**config.mk**
```make
export PLATFORM = sky130hd
export DESIGN_NAME = led_fade_sequencer_core
export DESIGN_NICKNAME = d
export VERILOG_FILES = /design/src/hdl/lfs_pkg.sv /design/src/hdl/lfs_ram.sv /design/src/hdl/led_fade_sequencer_core.sv
export SDC_FILE = /design/constraint.sdc
export NUM_CORES = 1
export LEC_CHECK = 0
export ABC_AREA = 1
export BUFFER_PORTS_ARGS = -buffer_cell sky130_fd_sc_hd__buf_2
export CAP_MARGIN = 20
export CORE_UTILIZATION = 57
export CTS_CLUSTER_DIAMETER = 50
export DETAILED_ROUTE_END_ITERATION = 7
export HOLD_SLACK_MARGIN = 0.15
export PLACE_DENSITY = 0.84
export RECOVER_POWER = 100
export SLEW_MARGIN = 20
export SYNTH_ARGS = -nofsm -noshare
export SYNTH_HDL_FRONTEND = slang
export SYNTH_SLANG_ARGS = --single-unit
```
**constraint.sdc**
```tcl
create_clock -name clk_i -period 6.02 [get_ports clk_i]
set_input_delay 0.602 -clock clk_i [delete_from_list [all_inputs] [get_ports clk_i]]
set_output_delay 0.602 -clock clk_i [all_outputs]
set_load 0.005 [all_outputs]
```
**src/hdl/lfs_pkg.sv**
```systemverilog
// Package for the LED fade sequencer: item types, table entry layout and sizing constants.
// No dependencies; the core and the checker refer to it by scoped names.
`default_nettype none

package lfs_pkg;

  // Step table sizing.
  localparam int TableDepth = 16;
  localparam int IdxW       = (TableDepth > 1) ? $clog2(TableDepth) : 1;
  localparam int PosW       = $clog2(TableDepth + 1);

  // Field widths fixed by the item formats.
  localparam int CfgW   = 5;
  localparam int PctW   = 7;
  localparam int DurW   = 16;
  localparam int StepW  = 4;
  localparam int DivW   = 5;
  localparam int IterW  = $clog2(DurW);
  localparam int CmpW   = (PosW > CfgW) ? PosW : CfgW;

  // Level limits and fade step size.
  localparam int MaxPct   = 100;
  localparam int FadeStep = 5;

  // span / 5 as (span * 205) >> 10, exact for spans below 256.
  localparam int Div5Mul   = 205;
  localparam int Div5Shift = 10;

  // (level * 255) / 100 as (x * 41944) >> 22, exact for x below 43690.
  localparam int PwmMul   = 41944;
  localparam int PwmShift = 22;

  // Operation codes carried by an input item.
  typedef enum logic [1:0] {
    OP_WRITE = 2'd0,
    OP_START = 2'd1,
    OP_TICK  = 2'd2,
    OP_NOP   = 2'd3
  } op_e;

  // Sequencer states.
  typedef enum logic [2:0] {
    ST_IDLE,
    ST_EXEC,
    ST_LOAD,
    ST_DIV,
    ST_EMIT
  } state_e;

  // One input item.
  typedef struct packed {
    op_e               operation;
    logic [3:0]        entry_index;
    logic              entry_is_fade;
    logic [PctW-1:0]   entry_from;
    logic [PctW-1:0]   entry_to;
    logic [DurW-1:0]   entry_duration;
  } in_item_t;

  // One result item.
  typedef struct packed {
    logic [7:0]        pwm_level;
    logic [PctW-1:0]   level_percent;
    logic              running;
    logic [StepW-1:0]  step_index;
  } out_item_t;

  // One step table entry as stored in the table memory.
  typedef struct packed {
    logic              is_fade;
    logic [PctW-1:0]   from;
    logic [PctW-1:0]   to;
    logic [DurW-1:0]   duration;
  } entry_t;

endpackage

`default_nettype wire

```
**src/hdl/lfs_ram.sv**
```systemverilog
// Generic single-write, single-read RAM with a registered read port.
// No dependencies.
`default_nettype none

module lfs_ram #(
  parameter int Width = 8,
  parameter int Depth = 16
) (
  input  wire logic                                    clk_i,
  input  wire logic                                    we_i,
  input  wire logic [((Depth > 1) ? $clog2(Depth) : 1)-1:0] waddr_i,
  input  wire logic [Width-1:0]                        wdata_i,
  input  wire logic                                    re_i,
  input  wire logic [((Depth > 1) ? $clog2(Depth) : 1)-1:0] raddr_i,
  output logic      [Width-1:0]                        rdata_o
);

  logic [Width-1:0] mem_q [Depth];

  // Write port.
  always_ff @(posedge clk_i) begin
    if (we_i) begin
      mem_q[waddr_i] <= wdata_i;
    end
  end

  // Registered read port.
  always_ff @(posedge clk_i) begin
    if (re_i) begin
      rdata_o <= mem_q[raddr_i];
    end
  end

endmodule

`default_nettype wire

```
**src/hdl/led_fade_sequencer_core.sv**
```systemverilog
// Top level of the LED fade sequencer: control sequencer, step divider and output register.
// Depends on lfs_pkg and on lfs_ram, which holds the step table.
//
//   Channel | Signals                          | Direction | Moves
//   --------+----------------------------------+-----------+---------------------------------
//   cfg     | cfg_valid_i cfg_ready_o cfg_data_i | in      | sequence length write
//   in      | in_valid_i in_ready_o in_data_i  | in        | one item: write/start/tick/nop
//   out     | out_valid_o out_ready_i out_data_o | out     | one result item per input item
//
// An accepted item passes through ST_EXEC, then ST_LOAD when a step loads, then ST_DIV
// when a fade with a nonzero span / 5 loads, where the restoring divider works out
// duration / (span / 5), and last ST_EMIT, which registers the result item. The next
// item is accepted in ST_IDLE, entered from ST_EMIT. One item is in work at a time; a
// finished result waits in the output register while the next item is accepted, and
// only the result stage stalls on out_ready_i.
// Reset clears control state and sets sequence length 1; the step table has no reset value.
`default_nettype none

module led_fade_sequencer_core (
  input  wire logic             clk_i,
  input  wire logic             rst_ni,
  input  wire logic             cfg_valid_i,
  output logic                  cfg_ready_o,
  input  wire logic [4:0]       cfg_data_i,
  input  wire logic             in_valid_i,
  output logic                  in_ready_o,
  input  wire lfs_pkg::in_item_t  in_data_i,
  output logic                  out_valid_o,
  input  wire logic             out_ready_i,
  output lfs_pkg::out_item_t    out_data_o
);

  localparam int IdxW  = lfs_pkg::IdxW;
  localparam int PosW  = lfs_pkg::PosW;
  localparam int CmpW  = lfs_pkg::CmpW;
  localparam int PctW  = lfs_pkg::PctW;
  localparam int DurW  = lfs_pkg::DurW;
  localparam int DivW  = lfs_pkg::DivW;
  localparam int IterW = lfs_pkg::IterW;
  localparam int StepW = lfs_pkg::StepW;
  localparam int CfgW  = lfs_pkg::CfgW;

  // Registers.
  lfs_pkg::state_e    state_q, state_d;
  lfs_pkg::in_item_t  item_q, item_d;
  logic [CfgW-1:0]    seq_len_q, seq_len_d;
  logic [PosW-1:0]    pos_q, pos_d;
  logic [PctW-1:0]    cur_q, cur_d;
  logic [PctW-1:0]    tgt_q, tgt_d;
  logic               fading_q, fading_d;
  logic               rising_q, rising_d;
  logic [DurW-1:0]    interval_q, interval_d;
  logic [DurW-1:0]    count_q, count_d;
  logic               active_q, active_d;
  logic [DivW-1:0]    div_q, div_d;
  logic [DurW-1:0]    dvd_q, dvd_d;
  logic [DivW-1:0]    rem_q, rem_d;
  logic [IterW-1:0]   iter_q, iter_d;
  logic               out_valid_q, out_valid_d;
  lfs_pkg::out_item_t out_q, out_d;

  // Control outputs of the sequencer.
  logic               ram_we;
  logic               ram_re;
  logic               emit_fire;

  // Decisions for the next-state, sequencer output and datapath logic.
  logic               exec_load;
  logic               load_div;
  logic               div_last;

  // Table memory signals.
  lfs_pkg::entry_t    wr_entry;
  lfs_pkg::entry_t    rd_entry;
  logic [IdxW-1:0]    ram_waddr;
  logic [IdxW-1:0]    ram_raddr;
  logic [IdxW+3:0]    widx_ext;
  logic               widx_ok;

  // Helpers.
  logic [CmpW-1:0]    eff_len;
  logic [PosW-1:0]    pos_next;
  logic [DurW-1:0]    cnt_dec;
  logic               can_move;
  logic [PctW:0]      cur_up;
  logic [PctW-1:0]    cur_step;
  logic [DurW-1:0]    ld_dur;
  logic [PctW-1:0]    ld_span;
  logic [14:0]        ld_prod;
  logic [DivW-1:0]    ld_div5;
  logic [DivW:0]      div_trial;
  logic               div_bit;
  logic [DurW-1:0]    div_quot;
  logic [14:0]        pwm_x;
  logic [31:0]        pwm_prod;
  logic [PosW+3:0]    pos_ext;

  // Configuration port is always ready; the user must write only while idle; not enforced.
  assign cfg_ready_o = 1'b1;
  assign seq_len_d   = cfg_valid_i ? cfg_data_i : seq_len_q;

  // Effective length saturates at the table depth.
  assign eff_len = (CmpW'(seq_len_q) > CmpW'(lfs_pkg::TableDepth))
                 ? CmpW'(lfs_pkg::TableDepth) : CmpW'(seq_len_q);

  // Write address and range check for table writes.
  assign widx_ext  = {{IdxW{1'b0}}, item_q.entry_index};
  assign ram_waddr = widx_ext[IdxW-1:0];
  assign widx_ok   = 32'(item_q.entry_index) < 32'(lfs_pkg::TableDepth);

  // Table entry with levels clamped at full scale.
  always_comb begin
    wr_entry.is_fade  = item_q.entry_is_fade;
    wr_entry.from     = (item_q.entry_from > PctW'(lfs_pkg::MaxPct))
                      ? PctW'(lfs_pkg::MaxPct) : item_q.entry_from;
    wr_entry.to       = (item_q.entry_to > PctW'(lfs_pkg::MaxPct))
                      ? PctW'(lfs_pkg::MaxPct) : item_q.entry_to;
    wr_entry.duration = item_q.entry_duration;
  end

  // Tick arithmetic: countdown, fade move and next position.
  assign cnt_dec  = (count_q != '0) ? count_q - DurW'(1) : count_q;
  assign can_move = fading_q && ((rising_q && (cur_q < tgt_q)) ||
                                 (!rising_q && (cur_q > tgt_q)));
  assign cur_up   = {1'b0, cur_q} + (PctW+1)'(lfs_pkg::FadeStep);
  always_comb begin
    if (rising_q) begin
      cur_step = (cur_up > {1'b0, tgt_q}) ? tgt_q : cur_up[PctW-1:0];
    end else begin
      cur_step = ({1'b0, cur_q} < ({1'b0, tgt_q} + (PctW+1)'(lfs_pkg::FadeStep)))
               ? tgt_q : cur_q - PctW'(lfs_pkg::FadeStep);
    end
  end
  assign pos_next = pos_q + PosW'(1);

  // The read address is the next position on a tick and step zero on a start.
  assign ram_raddr = (item_q.operation == lfs_pkg::OP_START) ? '0 : pos_next[IdxW-1:0];

  // Does this item need a step load?
  always_comb begin
    exec_load = 1'b0;
    case (item_q.operation)
      lfs_pkg::OP_START: exec_load = (eff_len != '0);
      lfs_pkg::OP_TICK:  exec_load = active_q && (cnt_dec == '0) && !can_move &&
                                     (CmpW'(pos_next) < eff_len);
      default:           exec_load = 1'b0;
    endcase
  end

  // Step load arithmetic on the entry read from the table.
  assign ld_dur   = (rd_entry.duration == '0) ? DurW'(1) : rd_entry.duration;
  assign ld_span  = (rd_entry.from < rd_entry.to) ? rd_entry.to - rd_entry.from
                                                  : rd_entry.from - rd_entry.to;
  assign ld_prod  = 15'(ld_span) * 15'(lfs_pkg::Div5Mul);
  assign ld_div5  = ld_prod[lfs_pkg::Div5Shift +: DivW];
  assign load_div = rd_entry.is_fade && (ld_div5 != '0);

  // One restoring division step per cycle.
  assign div_trial = {rem_q, dvd_q[DurW-1]};
  assign div_bit   = (div_trial >= {1'b0, div_q});
  assign div_quot  = {dvd_q[DurW-2:0], div_bit};
  assign div_last  = (iter_q == IterW'(DurW - 1));

  // Result fields: PWM duty by reciprocal multiply.
  assign pwm_x    = {cur_q, 8'b0} - 15'(cur_q);
  assign pwm_prod = 32'(pwm_x) * 32'(lfs_pkg::PwmMul);
  assign pos_ext  = {4'b0, pos_q};

  // Next state.
  always_comb begin
    state_d = state_q;
    case (state_q)
      lfs_pkg::ST_IDLE: if (in_valid_i) state_d = lfs_pkg::ST_EXEC;
      lfs_pkg::ST_EXEC: state_d = exec_load ? lfs_pkg::ST_LOAD : lfs_pkg::ST_EMIT;
      lfs_pkg::ST_LOAD: state_d = load_div ? lfs_pkg::ST_DIV : lfs_pkg::ST_EMIT;
      lfs_pkg::ST_DIV:  if (div_last) state_d = lfs_pkg::ST_EMIT;
      lfs_pkg::ST_EMIT: if (!out_valid_q || out_ready_i) state_d = lfs_pkg::ST_IDLE;
      default:          state_d = lfs_pkg::ST_IDLE;
    endcase
  end

  // Sequencer outputs.
  always_comb begin
    in_ready_o = 1'b0;
    ram_we     = 1'b0;
    ram_re     = 1'b0;
    emit_fire  = 1'b0;
    case (state_q)
      lfs_pkg::ST_IDLE: in_ready_o = 1'b1;
      lfs_pkg::ST_EXEC: begin
        ram_we = (item_q.operation == lfs_pkg::OP_WRITE) && widx_ok;
        ram_re = exec_load;
      end
      lfs_pkg::ST_EMIT: emit_fire = !out_valid_q || out_ready_i;
      default: ;
    endcase
  end

  // Datapath next values.
  always_comb begin
    item_d      = item_q;
    pos_d       = pos_q;
    cur_d       = cur_q;
    tgt_d       = tgt_q;
    fading_d    = fading_q;
    rising_d    = rising_q;
    interval_d  = interval_q;
    count_d     = count_q;
    active_d    = active_q;
    div_d       = div_q;
    dvd_d       = dvd_q;
    rem_d       = rem_q;
    iter_d      = iter_q;
    out_valid_d = out_valid_q && !out_ready_i;
    out_d       = out_q;

    if (in_valid_i && in_ready_o) begin
      item_d = in_data_i;
    end

    case (state_q)
      // Apply start and tick effects; table writes go straight to the memory.
      lfs_pkg::ST_EXEC: begin
        case (item_q.operation)
          lfs_pkg::OP_START: begin
            fading_d = 1'b0;
            pos_d    = '0;
            active_d = (eff_len != '0);
          end
          lfs_pkg::OP_TICK: begin
            if (active_q) begin
              count_d = cnt_dec;
              if (cnt_dec == '0) begin
                if (can_move) begin
                  cur_d   = cur_step;
                  count_d = interval_q;
                end else begin
                  pos_d = pos_next;
                  if (CmpW'(pos_next) >= eff_len) begin
                    active_d = 1'b0;
                  end
                end
              end
            end
          end
          default: ;
        endcase
      end
      // Load the step that the table read returned.
      lfs_pkg::ST_LOAD: begin
        cur_d = rd_entry.from;
        if (rd_entry.is_fade) begin
          tgt_d    = rd_entry.to;
          fading_d = 1'b1;
          rising_d = rd_entry.from < rd_entry.to;
          if (ld_div5 == '0) begin
            interval_d = ld_dur;
            count_d    = ld_dur;
          end else begin
            dvd_d  = ld_dur;
            div_d  = ld_div5;
            rem_d  = '0;
            iter_d = '0;
          end
        end else begin
          fading_d = 1'b0;
          count_d  = ld_dur;
        end
      end
      // Fade interval: one quotient bit per cycle; an interval of zero becomes one.
      lfs_pkg::ST_DIV: begin
        rem_d  = div_bit ? DivW'(div_trial - {1'b0, div_q}) : div_trial[DivW-1:0];
        dvd_d  = div_quot;
        iter_d = iter_q + IterW'(1);
        if (div_last) begin
          interval_d = (div_quot == '0) ? DurW'(1) : div_quot;
          count_d    = (div_quot == '0) ? DurW'(1) : div_quot;
        end
      end
      // Present the status as a result item.
      lfs_pkg::ST_EMIT: begin
        if (emit_fire) begin
          out_valid_d         = 1'b1;
          out_d.pwm_level     = active_q ? pwm_prod[lfs_pkg::PwmShift +: 8] : 8'd0;
          out_d.level_percent = cur_q;
          out_d.running       = active_q;
          out_d.step_index    = active_q ? pos_ext[StepW-1:0] : '0;
        end
      end
      default: ;
    endcase
  end

  // Control and sequencer state registers.
  always_ff @(posedge clk_i or negedge rst_ni) begin
    if (!rst_ni) begin
      state_q     <= lfs_pkg::ST_IDLE;
      seq_len_q   <= CfgW'(1);
      pos_q       <= '0;
      cur_q       <= '0;
      tgt_q       <= '0;
      fading_q    <= 1'b0;
      rising_q    <= 1'b0;
      interval_q  <= '0;
      count_q     <= '0;
      active_q    <= 1'b0;
      out_valid_q <= 1'b0;
    end else begin
      state_q     <= state_d;
      seq_len_q   <= seq_len_d;
      pos_q       <= pos_d;
      cur_q       <= cur_d;
      tgt_q       <= tgt_d;
      fading_q    <= fading_d;
      rising_q    <= rising_d;
      interval_q  <= interval_d;
      count_q     <= count_d;
      active_q    <= active_d;
      out_valid_q <= out_valid_d;
    end
  end

  // Payload registers.
  always_ff @(posedge clk_i) begin
    item_q <= item_d;
    div_q  <= div_d;
    dvd_q  <= dvd_d;
    rem_q  <= rem_d;
    iter_q <= iter_d;
    out_q  <= out_d;
  end

  // Step table memory.
  lfs_ram #(
    .Width ($bits(lfs_pkg::entry_t)),
    .Depth (lfs_pkg::TableDepth)
  ) u_table (
    .clk_i   (clk_i),
    .we_i    (ram_we),
    .waddr_i (ram_waddr),
    .wdata_i (wr_entry),
    .re_i    (ram_re),
    .raddr_i (ram_raddr),
    .rdata_o (rd_entry)
  );

  assign out_valid_o = out_valid_q;
  assign out_data_o  = out_q;

endmodule

`default_nettype wire

```
==> flow_metrics.tcl <==
set metrics [dict create \
    grt_pass1_wl_mm 129 \
    final_common_cell "edfxtp_1" \
    synth_warnings 0 \
    hold_class "primary input to flop" \
    track_usage_pct 27.7 \
    violations "DRC, capacitance limit, slew limit" \
    gr-total-overflow 0 \
    root_buffer "clkbuf_16" \
    coreArea_sq_um 59200 \
    r2r-start "pos_q[0]" \
    synth_top_area_share_pct 53.8 \
    crit_family "buffers and inverters" \
    slew_headroom_pct -142 \
    clk_latency_ns 0.64 \
    drtPass1Iterations 8 \
    cp_num_buf_inv 2 \
    cts_max_level 3 \
    hpwl_mm 50.8 \
    timing.fmax_mhz 168 \
    num_antenna_cells 0 \
    outcome "complete, but fails checks" \
    routed_wirelength_mm 84.4 \
    grt_antenna_before_repair 1 \
    synth_nets 3257 \
    most-common-layout-cells "edfxtp_1 (614), nand2_1 (425), inv_1 (314)" \
    io_buffer_count 68 \
    maxCapViolCount 26 \
    fin_nets 3356 \
    slowest_stage "dfrtp_1" \
    synthToLayoutAreaGrowth_pct 12.4 \
    tns_ns 0 \
    avgSynthCellArea_sq_um 11.6 \
    ant_nets 0 \
    drtIter0Drc 2670 \
    vias_per_cell 6.16 \
    setup.worst_path.start "pos_q[0]" \
    layout_worst_path_cycle_share_pct 98.8 \
    timing.final.max_slew_violations 800 \
    path_common_cell "nand2_1" \
    finClkSkew_ns 0.0309 \
    grt_max_degree 107 \
    rsz0062_at_grt "no" \
    critPathLaunchType "flop" \
    cp_max_fo 106 \
    placementRows 89 \
    layout.area.seq_sq_um 20000 \
    cts_tree "done" \
    io_pins 70 \
    synth_area_leaders "edfxtp_1 (54%), ha_1 (6.7%), nand2_1 (4.7%), fa_1 (4.6%), dfrtp_1 (4.5%)" \
    fillerInstances 4292 \
    crit_type "flop to flop" \
    cts_made_buffers 74 \
    endpoint_kind "flop" \
    fp.dieW_um 247 \
    syn_area_sq_um 34300 \
    fin_crit_ns 5.95 \
    dr_total_vias 23900 \
    cts.clk_slew.worst_paths_ns 0.06 \
    setup_viol 0 \
    critPathRequiredTime_ns 6.46 \
    critPathArrivalTime_ns 6.39 \
    slowest_delay_ns 1.82 \
    gp_congestion 0.908 \
    yosysTopAreaCell "edfxtp_1" \
    ys_ff_latch 677 \
    synthFlopType "edfxtp_1" \
    cts.sinks 677 \
    drc 1 \
    ys_async_sr_fraction_pct 9.31 \
    initial_utilization_pct 57.9 \
    timing.hold.ws_ns 0.176 \
    grt_pass1_vias 23400 \
    synth_cell_type_count 60 \
    die_area_sq_um 61100 \
    finalHoldViolations 0 \
    crit_path_cell_trace "ha_1, nand2_1, inv_2, clkbuf_4, o21ai_0, o221ai_1, nand3_1, nand2_1" \
    die_y_um 247 \
    synth_seq_area_share_pct 58.4 \
    synth-edff-count 614 \
    synthCells 2948 \
    worst_slew_pin_slew_ns 3.63 \
    multi_input_area_sq_um 12700 \
    worstHoldStart "in_data_i[36]" \
    routedWlPerCell_um 21.8 \
    drive_above_1_share_pct 9.53 \
    cts-root-to-sink-buffers 3 \
]
## layer usage
layer / GRT usage, % / routed length [um] / up-vias
li1: - / - / 10800
met1: 37.4 / 33000 / 11500
met2: 44.9 / 40800 / 1407
met3: 4.76 / 8110 / 213
met4: 10.6 / 2590 / 0
met5: 0 / 0 / -
## sequential cells by signal, summed over array words and instances (netlist names), 3 cells and up
name             count
u_table.rdata_o     31
item_q              33
pos_q                5
count_q             16
interval_q          16
u_table.mem_q      496
rem_q                5
state_q              3
iter_q               4
ram_waddr            4
seq_len_q            5
tgt_q                7
cur_q                7
div_q                5
dvd_q               16
out_data_o          20
## cell usage after synthesis (2+ instances only)
| cell type | instances |
|---|---|
| nand4_1 | 17 |
| o21bai_1 | 5 |
| nand2_1 | 427 |
| o21a_1 | 3 |
| o311ai_0 | 2 |
| nor2_2 | 4 |
| buf_1 | 8 |
| a21o_1 | 2 |
| xnor2_1 | 11 |
| o21ai_0 | 203 |
| o221ai_1 | 116 |
| a21oi_1 | 77 |
| nand2_4 | 5 |
| o22ai_1 | 5 |
| buf_4 | 4 |
| inv_1 | 317 |
| ha_1 | 184 |
| buf_2 | 12 |
| nor4_1 | 9 |
| clkinv_1 | 5 |
| mux2_2 | 3 |
| a31oi_1 | 14 |
| o21ai_1 | 16 |
| o211ai_1 | 15 |
| nand2_2 | 11 |
| nor3b_1 | 2 |
| nor3_1 | 138 |
| buf_6 | 5 |
| clkbuf_1 | 104 |
| fa_1 | 78 |
| dfrtp_1 | 62 |
| nor2_4 | 3 |
| nand3b_1 | 7 |
| a2bb2oi_2 | 2 |
| edfxtp_1 | 614 |
| xor2_1 | 25 |
| mux2i_1 | 122 |
| a211oi_1 | 7 |
| nand3_1 | 135 |
| a22oi_1 | 2 |
| or2_2 | 4 |
| nor2_1 | 140 |
| inv_2 | 6 |
## kinds of logic (layout without fill, tap and decap cells)
| kind of cell | after synthesis | count (layout) | share of synthesized area [%] |
|---|---|---|---|
| adder cells (fa/ha/maj) | 262 | 262 | 11.3 |
| AO/OA/AOI/OAI | 480 | 480 | 8.88 |
| XOR/XNOR | 36 | 36 | 0.920 |
| AND/OR/NAND/NOR | 906 | 906 | 11.6 |
| flip-flops | 677 | 677 | 58.4 |
| other | 1 | 1 | 0.0109 |
| multiplexers | 125 | 125 | 3.66 |
| buffers and inverters | 461 | 620 | 5.25 |
## timing repair
action / CTS / global route
buffers inserted: 0 / 7
endpoints found under the setup margin: 1 / 72
gates cloned: 0 / 1
resized for setup: 2 / 41
endpoints found under the hold margin: 27 / 0
hold buffers: 27 / 0
pin swaps: 0 / 5
## through the flow
step	std cells	cell area, sq um	utilization, %	setup WS [ns]
finish	3880	38500	65.0	0.0747
global route	3880	38500	65.0	0.00282
CTS	3872	38500	65.0	0.00406
detailed placement	3709	35600	60.1	0.0170
global placement	3709	35600	60.1	0.203
floorplan	2948	34300	-	0.119
## final timing paths
check / end / slack (ns) / cells past startpoint
max: u_table.rdata_o[11] / 0.07 / 8
min: item_q[36] / 0.18 / 1
max reg2reg: u_table.rdata_o[11] / 0.07 / 8
min reg2reg: interval_q[0] / 0.48 / 2
max in group asynchronous: count_q[6] / 2.61 / 2
min in group asynchronous: cur_q[1] / 1.32 / 2
## layout make-up
type	instances	share of cell area, %
clock inverters	55	1.81
flip-flops and latches	677	52.0
repair buffers	156	2.58
clock buffers	81	4.96
multi-input cells	1810	33.0
inverters	328	3.22
well taps	773	2.51
Power is left out: the tool's default activity adds up to more than one toggle a clock period on the data nets, which glitch-free logic cannot reach.
